--- src/hw/rtl/binary_gcd_unit_assert.svh ---
// ----------------------------------------------------------------------------
// binary gcd unit assertion macros
// shared concurrent assertion wrappers, clocked on aclk
// ----------------------------------------------------------------------------
`ifndef BINARY_GCD_UNIT_ASSERT_SVH
`define BINARY_GCD_UNIT_ASSERT_SVH

// checked only while out of reset
`define BGCD_ASSERT(label, prop, msg) \
    label: assert property (@(posedge aclk) disable iff (!aresetn) prop) else $error(msg);

// checked at every edge, reset included
`define BGCD_ASSERT_ALWAYS(label, prop, msg) \
    label: assert property (@(posedge aclk) prop) else $error(msg);

`endif

--- src/hw/rtl/bgcd_pkg.sv ---
// ----------------------------------------------------------------------------
// bgcd_pkg
// types and constants shared by the binary gcd unit
// ----------------------------------------------------------------------------
package bgcd_pkg;

    localparam int WIDTH = 32;
    localparam int CNT_W = $clog2(WIDTH);

    typedef enum logic [3:0] {
        ST_IDLE,
        ST_ORDER,
        ST_DIV,
        ST_CHKREM,
        ST_STRIPX,
        ST_STRIPY,
        ST_LOOP_CMP,
        ST_LOOP_SWAP,
        ST_LOOP_SHIFT,
        ST_DONE
    } bgcd_state_t;

    typedef struct packed {
        logic             valid;
        logic [WIDTH-1:0] value;
    } bgcd_res_t;

endpackage

--- src/hw/rtl/bgcd_core.sv ---
// ----------------------------------------------------------------------------
// bgcd_core
// sequencer around one shared subtractor: ordering, restoring modulo,
// trailing zero strip, subtract-and-shift loop and power of two restore
// ----------------------------------------------------------------------------
module bgcd_core
    import bgcd_pkg::*;
(
    input  logic             aclk,
    input  logic             aresetn,
    input  logic             start,
    input  logic [WIDTH-1:0] op_a,
    input  logic [WIDTH-1:0] op_b,
    input  logic             res_ready,
    output logic             idle,
    output bgcd_res_t        res
);

`include "binary_gcd_unit_assert.svh"

    bgcd_state_t      state_reg, state_next;
    logic [WIDTH-1:0] big_reg, big_next;
    logic [WIDTH-1:0] small_reg, small_next;
    logic [WIDTH-1:0] rem_reg, rem_next;
    logic [WIDTH-1:0] res_reg, res_next;
    logic [CNT_W-1:0] cnt_reg, cnt_next;
    logic [CNT_W-1:0] zx_reg, zx_next;
    logic [CNT_W-1:0] zy_reg, zy_next;

    // shared subtractor
    logic [WIDTH:0]   sub_x, sub_y;
    logic [WIDTH+1:0] sub_d;
    logic             borrow;
    logic [WIDTH-1:0] min_val, max_val;

    always_comb begin
        unique case (state_reg)
            ST_DIV: begin
                sub_x = {rem_reg, big_reg[WIDTH-1]};
                sub_y = {1'b0, small_reg};
            end
            ST_LOOP_SWAP: begin
                sub_x = {1'b0, small_reg};
                sub_y = {1'b0, big_reg};
            end
            default: begin
                sub_x = {1'b0, big_reg};
                sub_y = {1'b0, small_reg};
            end
        endcase
        sub_d  = {1'b0, sub_x} - {1'b0, sub_y};
        borrow = sub_d[WIDTH+1];
    end

    assign min_val = borrow ? big_reg : small_reg;
    assign max_val = borrow ? small_reg : big_reg;

    always_ff @(posedge aclk) begin
        if (!aresetn) begin
            state_reg <= ST_IDLE;
        end else begin
            state_reg <= state_next;
        end
        big_reg   <= big_next;
        small_reg <= small_next;
        rem_reg   <= rem_next;
        res_reg   <= res_next;
        cnt_reg   <= cnt_next;
        zx_reg    <= zx_next;
        zy_reg    <= zy_next;
    end

    always_comb begin
        state_next = state_reg;
        big_next   = big_reg;
        small_next = small_reg;
        rem_next   = rem_reg;
        res_next   = res_reg;
        cnt_next   = cnt_reg;
        zx_next    = zx_reg;
        zy_next    = zy_reg;

        unique case (state_reg)
            ST_IDLE: begin
                if (start) begin
                    big_next   = op_a;
                    small_next = op_b;
                    state_next = ST_ORDER;
                end
            end
            ST_ORDER: begin
                if (min_val == '0) begin
                    res_next   = max_val;
                    state_next = ST_DONE;
                end else begin
                    big_next   = max_val;
                    small_next = min_val;
                    rem_next   = '0;
                    cnt_next   = '0;
                    state_next = ST_DIV;
                end
            end
            ST_DIV: begin
                // one restoring step per cycle, dividend bits shift out of big
                rem_next = borrow ? sub_x[WIDTH-1:0] : sub_d[WIDTH-1:0];
                big_next = {big_reg[WIDTH-2:0], 1'b0};
                cnt_next = cnt_reg + 1'b1;
                if (cnt_reg == CNT_W'(WIDTH - 1)) begin
                    state_next = ST_CHKREM;
                end
            end
            ST_CHKREM: begin
                if (rem_reg == '0) begin
                    res_next   = small_reg;
                    state_next = ST_DONE;
                end else begin
                    big_next   = rem_reg;
                    zx_next    = '0;
                    zy_next    = '0;
                    state_next = ST_STRIPX;
                end
            end
            ST_STRIPX: begin
                if (!big_reg[0]) begin
                    big_next = {1'b0, big_reg[WIDTH-1:1]};
                    zx_next  = zx_reg + 1'b1;
                end else begin
                    state_next = ST_STRIPY;
                end
            end
            ST_STRIPY: begin
                if (!small_reg[0]) begin
                    small_next = {1'b0, small_reg[WIDTH-1:1]};
                    zy_next    = zy_reg + 1'b1;
                end else begin
                    // keep the shared power of two in zx
                    zx_next    = (zx_reg < zy_reg) ? zx_reg : zy_reg;
                    state_next = ST_LOOP_CMP;
                end
            end
            ST_LOOP_CMP: begin
                if (!borrow) begin
                    big_next   = small_reg;
                    small_next = sub_d[WIDTH-1:0];
                    state_next = ST_LOOP_SHIFT;
                end else begin
                    state_next = ST_LOOP_SWAP;
                end
            end
            ST_LOOP_SWAP: begin
                small_next = sub_d[WIDTH-1:0];
                state_next = ST_LOOP_SHIFT;
            end
            ST_LOOP_SHIFT: begin
                if (small_reg == '0) begin
                    res_next   = big_reg << zx_reg;
                    state_next = ST_DONE;
                end else if (!small_reg[0]) begin
                    small_next = {1'b0, small_reg[WIDTH-1:1]};
                end else begin
                    state_next = ST_LOOP_CMP;
                end
            end
            ST_DONE: begin
                if (res_ready) begin
                    state_next = ST_IDLE;
                end
            end
            default: begin
                state_next = ST_IDLE;
            end
        endcase
    end

    assign idle      = (state_reg == ST_IDLE);
    assign res.valid = (state_reg == ST_DONE);
    assign res.value = res_reg;

    `BGCD_ASSERT(a_start_idle, start |-> (state_reg == ST_IDLE), "request taken while busy")
    `BGCD_ASSERT(a_strip_nonzero, (state_reg == ST_STRIPX) |-> (big_reg != '0), "zero remainder in strip")
    `BGCD_ASSERT(a_loop_odd, (state_reg == ST_LOOP_CMP) |-> (big_reg[0] && small_reg[0]), "even value in loop")
    `BGCD_ASSERT(a_done_handoff, (res.valid && res_ready) |=> (state_reg == ST_IDLE), "result not released")
    `BGCD_ASSERT_ALWAYS(a_reset_idle, !aresetn |=> (state_reg == ST_IDLE), "sequencer not idle after reset")

endmodule

--- src/hw/rtl/binary_gcd_unit.sv ---
// Sequence: ordering, restoring modulo, remainder check, trailing zero strip of both values,
// then a subtract-and-shift loop and the done state, which hands the result to the output
// register; a zero operand or a zero remainder ends the sequence early.
// Throughput: one request at a time; s_tready is high only while bgcd_core is idle.
// The output register holds a finished result, so the next request is taken meanwhile.
// Reset: aresetn synchronous active low, clears the sequencer and the output valid.
// ----------------------------------------------------------------------------
// binary_gcd_unit
// greatest common divisor of two unsigned operands, stream in and out
// ----------------------------------------------------------------------------
module binary_gcd_unit
    import bgcd_pkg::*;
(
    input  logic               aclk,
    input  logic               aresetn,
    input  logic               s_tvalid,
    output logic               s_tready,
    input  logic [2*WIDTH-1:0] s_tdata,  // operand_a [31:0], operand_b [63:32]
    output logic               m_tvalid,
    input  logic               m_tready,
    output logic [WIDTH-1:0]   m_tdata   // divisor [31:0]
);

    logic             core_idle;
    logic             res_ready;
    bgcd_res_t        core_res;
    logic             m_tvalid_reg, m_tvalid_next;
    logic [WIDTH-1:0] m_tdata_reg, m_tdata_next;

    bgcd_core u_core (
        .aclk      (aclk),
        .aresetn   (aresetn),
        .start     (s_tvalid && s_tready),
        .op_a      (s_tdata[WIDTH-1:0]),
        .op_b      (s_tdata[2*WIDTH-1:WIDTH]),
        .res_ready (res_ready),
        .idle      (core_idle),
        .res       (core_res)
    );

    assign s_tready  = core_idle;
    assign res_ready = !m_tvalid_reg || m_tready;

    always_comb begin
        m_tvalid_next = m_tvalid_reg;
        m_tdata_next  = m_tdata_reg;
        if (core_res.valid && res_ready) begin
            m_tvalid_next = 1'b1;
            m_tdata_next  = core_res.value;
        end else if (m_tready) begin
            m_tvalid_next = 1'b0;
        end
    end

    always_ff @(posedge aclk) begin
        if (!aresetn) begin
            m_tvalid_reg <= 1'b0;
        end else begin
            m_tvalid_reg <= m_tvalid_next;
        end
        m_tdata_reg <= m_tdata_next;
    end

    assign m_tvalid = m_tvalid_reg;
    assign m_tdata  = m_tdata_reg;

endmodule
--- config.mk ---
export PLATFORM = sky130hd
export DESIGN_NAME = binary_gcd_unit
export DESIGN_NICKNAME = d
export VERILOG_FILES = /design/src/hw/rtl/bgcd_pkg.sv /design/src/hw/rtl/bgcd_core.sv /design/src/hw/rtl/binary_gcd_unit.sv
export VERILOG_INCLUDE_DIRS = /design/src /design/src/hw/rtl
export SDC_FILE = /design/constraint.sdc
export NUM_CORES = 1
export LEC_CHECK = 0
export ABC_CLOCK_PERIOD_IN_PS = 10200
export BUFFER_PORTS_ARGS = -buffer_cell sky130_fd_sc_hd__buf_2
export CAP_MARGIN = 10
export CORE_MARGIN = 2
export CORE_UTILIZATION = 25
export CTS_CLUSTER_DIAMETER = 150
export DETAILED_ROUTE_END_ITERATION = 8
export PLACE_DENSITY_LB_ADDON = 0.3
export SYNTH_ARGS = -nofsm -noshare
export SYNTH_HDL_FRONTEND = slang
export SYNTH_HIERARCHICAL = 1
export SYNTH_SLANG_ARGS = --single-unit
--- constraint.sdc ---
create_clock -name aclk -period 10.2 [get_ports aclk]
set_clock_uncertainty 0.2 [all_clocks]
set_input_delay 1.02 -clock aclk [delete_from_list [all_inputs] [get_ports aclk]]
set_output_delay 1.02 -clock aclk [all_outputs]
set_load 0.1 [all_outputs]
======== After elaboration in Yosys (flattened, before gate mapping) ========
Cells that the tools add are included.
operators by class
  $add $sub $neg .......................... 4
  multipliers ............................. 0
  div/mod/pow operators ................... 0
  magnitude comparators ................... 1
  equal/unequal tests ..................... 25
  shift operators ......................... 1
  muxes and demuxes ....................... 43
  bitwise operators ....................... 0
  reductions and logical operators ........ 23
operator list
  kind                 number
  $mux 32              17
  $pmux 32 s6          2
  $logic_not 32->1     3
  $pmux 32 s3          1
  $pmux 33 s2          1
  $pmux 32 s2          1
  $pmux 4 s10          1
  $mux 4               9
  $sub 33x32->34       1
  $shl 32x5->32        1
  $mux 5               6
  $pmux 5 s2           2
  $eq 4x3->1 const B   4
  $ne 2x2->1 const B   8
  $add 5x1->5 const B  3
  $pmux 5 s3           1
  $reduce_and 5->1     3
  $ne 2x1->1 const B   7
  $reduce_and 4->1     3
  $reduce_bool 6->1    2
  $eq 4x2->1 const B   2
  $eq 4x4->1 const B   2
  $reduce_bool 2->1    3
  $reduce_bool 3->1    2
  10 further kinds     12
storage, ports and cells
  bits in registers ....................... 180
  bits in latches ......................... 0
  RAM bits ................................ 0
  memory bits (read-only) ................. 0
  input bits .............................. 68
  output and inout port bits .............. 34
  logic and storage cells ................. 108
  memories ................................ 0

======== Logic depth before layout (Yosys ltp) ========
  depth in word-level cells ............... 7
  gate-level depth with buffers ........... 22
  depth with buffers taken out ............ 15

======== Cells and area by module ========
Netlist, hierarchy kept.
by module, submodules not included
  module           times used  cells each  area each (µm²)
  bgcd_core        1           1467        13050.0
  binary_gcd_unit  1           38          1024.7

======== Worst setup path after synthesis ========
OpenSTA, ideal clock, no wires.
  kind .................................... register -> register
  from .................................... reg u_core.state_reg[3]
  to ...................................... reg u_core.big_reg[10], enable pin
  arrival time ............................ 6.120 ns
  data required time ...................... 9.533 ns
  setup slack ............................. 3.414 ns
  stages on the path, launching flop included .. 20
  buffers on the path ..................... 7
  clock period less this slack ............ 6.786 ns
  cell sequence ........................... dfxtp_1 -> buf_2 -> and3b_1 -> clkbuf_1 -> and2_1 -> clkbuf_1 -> clkbuf_1 -> buf_2 -> buf_2 -> mux2i_1 -> ha_1 -> buf_2 -> a211oi_1 -> nor2_1 -> a211oi_2 -> o21ai_2 -> a21bo_2 -> o21ai_1 -> a21oi_1 -> a211oi_1
between the ends
  word-level cells in the longest chain between the ends .. 7
RTL lines
  what                                             line                              RTL
  from (decl)                                      bgcd_core.sv:21                   bgcd_state_t state_reg, state_next;
  from (signal assigned)                           bgcd_core.sv:62                   state_reg <= state_next;
  $eq 4x3->1 / $eq 4x2->1 (equally long branches)  bgcd_core.sv:37, bgcd_core.sv:83
  $pmux 33 s2 / $mux 32 (equally long branches)    bgcd_core.sv:37                   unique case (state_reg)
  $sub 33x32->34                                   bgcd_core.sv:51                   sub_d = {1'b0, sub_x} - {1'b0, sub_y};
  $mux 32                                          bgcd_core.sv:55                   assign min_val = borrow ? big_reg : small_reg;
  $logic_not 32->1                                 bgcd_core.sv:92                   if (min_val == '0) begin
  $ne 2x2->1 (no line)                             --
  $reduce_and 5->1 (no line) *                     --
  to (signal assigned)                             bgcd_core.sv:64                   big_reg <= big_next;
  to (decl)                                        bgcd_core.sv:22                   logic [WIDTH-1:0] big_reg, big_next;
Mark *: on every way between the ends. The rest lies on a longest branch, timed or not.
A chain may end at the register's enable or synchronous reset.

======== Worst setup path in the final report ========
  from .................................... reg u_core.state_reg[1]
  to ...................................... reg u_core.small_reg[30], enable pin
between the ends
  word-level cells in the longest chain between the ends .. 7
RTL lines
  what                                             line                              RTL
  $eq 4x3->1 / $eq 4x2->1 (equally long branches)  bgcd_core.sv:37, bgcd_core.sv:83
  $pmux 33 s2 / $mux 32 (equally long branches)    bgcd_core.sv:37
  $sub 33x32->34                                   bgcd_core.sv:51
  $mux 32                                          bgcd_core.sv:55
  $logic_not 32->1                                 bgcd_core.sv:92
  $ne 2x2->1 (no line)                             --
  $reduce_and 5->1 (no line) *                     --
  to (signal assigned)                             bgcd_core.sv:65                   small_reg <= small_next;
  to (decl)                                        bgcd_core.sv:23                   logic [WIDTH-1:0] small_reg, small_next;
Marked as above.

==> impl_results.md <==
* Status: finished clean
* Most used DFF post-synth: edfxtp_1
* Yosys reg bits at 180
* Max incr delay on CP at 0.76 ns
* Fin util at 28.3%
* Total wire length at 55400 µm
* Hold_buf cts at 0
* Met2 Track Usage GR at 29.7%
* Post-synth EDFFs at 175
* Worst hold path class: register to register
* Routed Antenna Nets at 0
* Worst EP required at 10.10 ns
* Post-synthesis sequential area ratio at 38.0%
* Part of the cycle the worst path needs at 64.6%
* Final Max Slew Viols at 0
* Largest net degree at the start of global routing at 72
* Ports at 102
* Setup bufs post-CTS at 0
* Chip Width at 241 µm
* Endpoints failing setup at 0
* Synth area leaders: edfxtp_1 37%, mux2i_1 5.4%, nand2_1 4.9%
* Initial Util at 25.4%
* Vias in the first global route at 12500
* Syn_area_per_cell at 9.35 µm²
* M3 GR Usage at 3.24%
* Fmax at 152 MHz
* Antenna Cells at 0
* RSZ-0062 raised after global routing: no
* Worst Tran Pin Value at 1.28 ns
* Final hold viol count at 0
* Sink Count at 180
* Worst R2R End: u_core/small_reg[30]
* Synthesis-to-finish area growth at 11.6%
* Post-synth top area cell: edfxtp_1
* Starting DRT DRC Count at 1549
* TritonRoute pass-1 iters at 6
* CTS Buf Count at 17
* Global-route wire length before repair at 82100 µm
* GRT overflow at 0
* Slew headroom at 15.0%
* Nets at 1607
* Die Span Y at 241 µm
* R2R depth at 19
* Busiest grt layer: met2
* HPWL Detailed at 39100 µm
* Remaining DRCs at 0
* Final Wtd Congestion at 0.938
* Root Driver: clkbuf_16
* Most frequent cells in the layout: 183 x nand2_1, 175 x edfxtp_1, 124 x nor2_1
* Kind of critical path: register to register
* I/O Buffers at 101
* HP Start: u_core/res_reg[9]
* Critical Path End Type: register
* Post-Syn Area at 0.0141 mm²
* Setup TNS at 0 ns
* Crit path max fanout at 58
* Max Buffers Root-to-Sink at 2
* H-tree depth at 4
* CP max stage cell: dfxtp_1
* Crit path top cell by count: buf_4
* Placeable Area at 0.0554 mm²
* Setup ws final at 3.61 ns
* Register-to-register setup slack at 3.61 ns
* WP data arrival at 6.49 ns
* Initial antenna violation count at 0
* Syn nets at 1614
* Gr usage total at 18.9%
* Share of Yosys cell area claimed by the top area cell type at 37.3%
* Core Rows at 86
* Post-synthesis cell count at 1505
* WL/cell at 24.5 µm
* CTS tree: yes
* Via count at 13100
* Startpoint Class: register
* Post-layout min period at 6.59 ns
* CP Capture Point: u_core/small_reg[30]
* Clk_lat worst skew at 0.46 ns
* Worst-path clk slew at 0.08 ns
* Post_cts resized at 0
* Synth cell types at 85
* Synth Warn # at 6
* Routed vias/inst at 5.81
* Crit. Startpoint: u_core/state_reg[1]
* Fraction of layout cells with a size suffix above 1 at 15.7%
* Setup Slack @ Placement at 3.74 ns
* Crit path cell chain: and3b_1 > buf_4 > and2_2 > buf_4 > nor2_2 > buf_4 > nand2_1 > nand2_1 > ha_1 > nor2b_1 > o31a_1 > o211ai_1 > a21oi_1 > o21ai_4 > nand2_2 > buf_4 > o311ai_1 > nor3_2 > buf_4
* Commonest non-fill, non-tap cell in the layout: nand2_1
* Reg2Reg Launch Point: u_core/state_reg[1]
* Max-cap viol count at 0
* Full die area at 0.0582 mm²
* Met1 Use GR at 26.3%
* Post-synth ARST share at 0%
==> Yosys cell counts, drive strengths merged (5+ instances only) <==
| cell | instances |
|---|---|
| a211oi | 30 |
| a21boi | 6 |
| a21o | 12 |
| a21oi | 112 |
| a221o | 56 |
| a221oi | 50 |
| a222oi | 14 |
| a22oi | 36 |
| a31oi | 25 |
| and2 | 12 |
| and3 | 9 |
| buf | 45 |
| clkbuf | 113 |
| dfxtp | 5 |
| edfxtp | 175 |
| ha | 40 |
| inv | 18 |
| mux2 | 9 |
| mux2i | 76 |
| mux4 | 29 |
| nand2 | 184 |
| nand2b | 12 |
| nand3 | 55 |
| nand4 | 13 |
| nor2 | 131 |
| nor2b | 16 |
| nor3 | 22 |
| nor3b | 7 |
| nor4 | 27 |
| o211ai | 9 |
| o21a | 9 |
| o21ai | 53 |
| o22ai | 12 |
| or3 | 6 |
| xnor2 | 19 |
| xor2 | 8 |
==> worst max-delay path, delay by kind of cell (launching register included) <==
| family | cells | cell delay [ns] |
|---|---|---|
| AOI/OAI and AO/OA | 5 | 1.18 |
| adders and majority gates | 1 | 0.29 |
| buffers and inverters | 5 | 2.30 |
| DFF | 1 | 0.76 |
| and+or+nand+nor | 8 | 1.36 |
==> how the worst min path moves through the flow <==
stage / to / slack, ns / cells past startpoint
floorplan: m_tdata[0] / 0.20 / 0
global placement: m_tdata[23] / 0.21 / 0
detailed placement: m_tdata[9] / 0.20 / 0
CTS: m_tdata[9] / 0.22 / 0
global route: m_tdata[29] / 0.23 / 0
finish: m_tdata[9] / 0.22 / 0
==> through the flow <==
| stage | cell area, µm² | hold WS (ns) | cells |
|---|---|---|---|
| final | 15700 | 0.219 | 2258 |
| after global routing | 15700 | 0.231 | 2258 |
| after CTS | 15700 | 0.221 | 2257 |
| after detailed placement | 15100 | 0.205 | 2226 |
| after global placement | 15100 | 0.207 | 2226 |
| after floorplan | 14100 | 0.200 | 1505 |
==> layer usage <==
metal	part of all wire, %	wire length [µm]	vias to the layer above
met4	2.7	1490	0
met1	43	23800	6500
met5	0	0	-
met3	8.9	4950	90
li1	-	-	5831
met2	46	25200	702
==> logic make-up after synthesis <==
logic type,Yosys count,synth area share (%)
simple gates,508,16.7
mux,114,10.8
compound gates,459,23.8
xor+xnor,27,1.68
fa+ha+maj,41,3.70
buf+inv,176,5.29
flops,180,38.0
==> cell type report <==
class | instances | area, µm²
clock buffer | 17 | 425
clock inverter | 14 | 153
fill | 5838 | 39700
inverter | 18 | 67.6
multi-input combinational | 1149 | 8020
sequential | 180 | 5360
tap | 748 | 936
timing repair buffer | 132 | 746
Power is left out: the tool's default activity adds up to more than one toggle a clock period on the data nets, which glitch-free logic cannot reach.
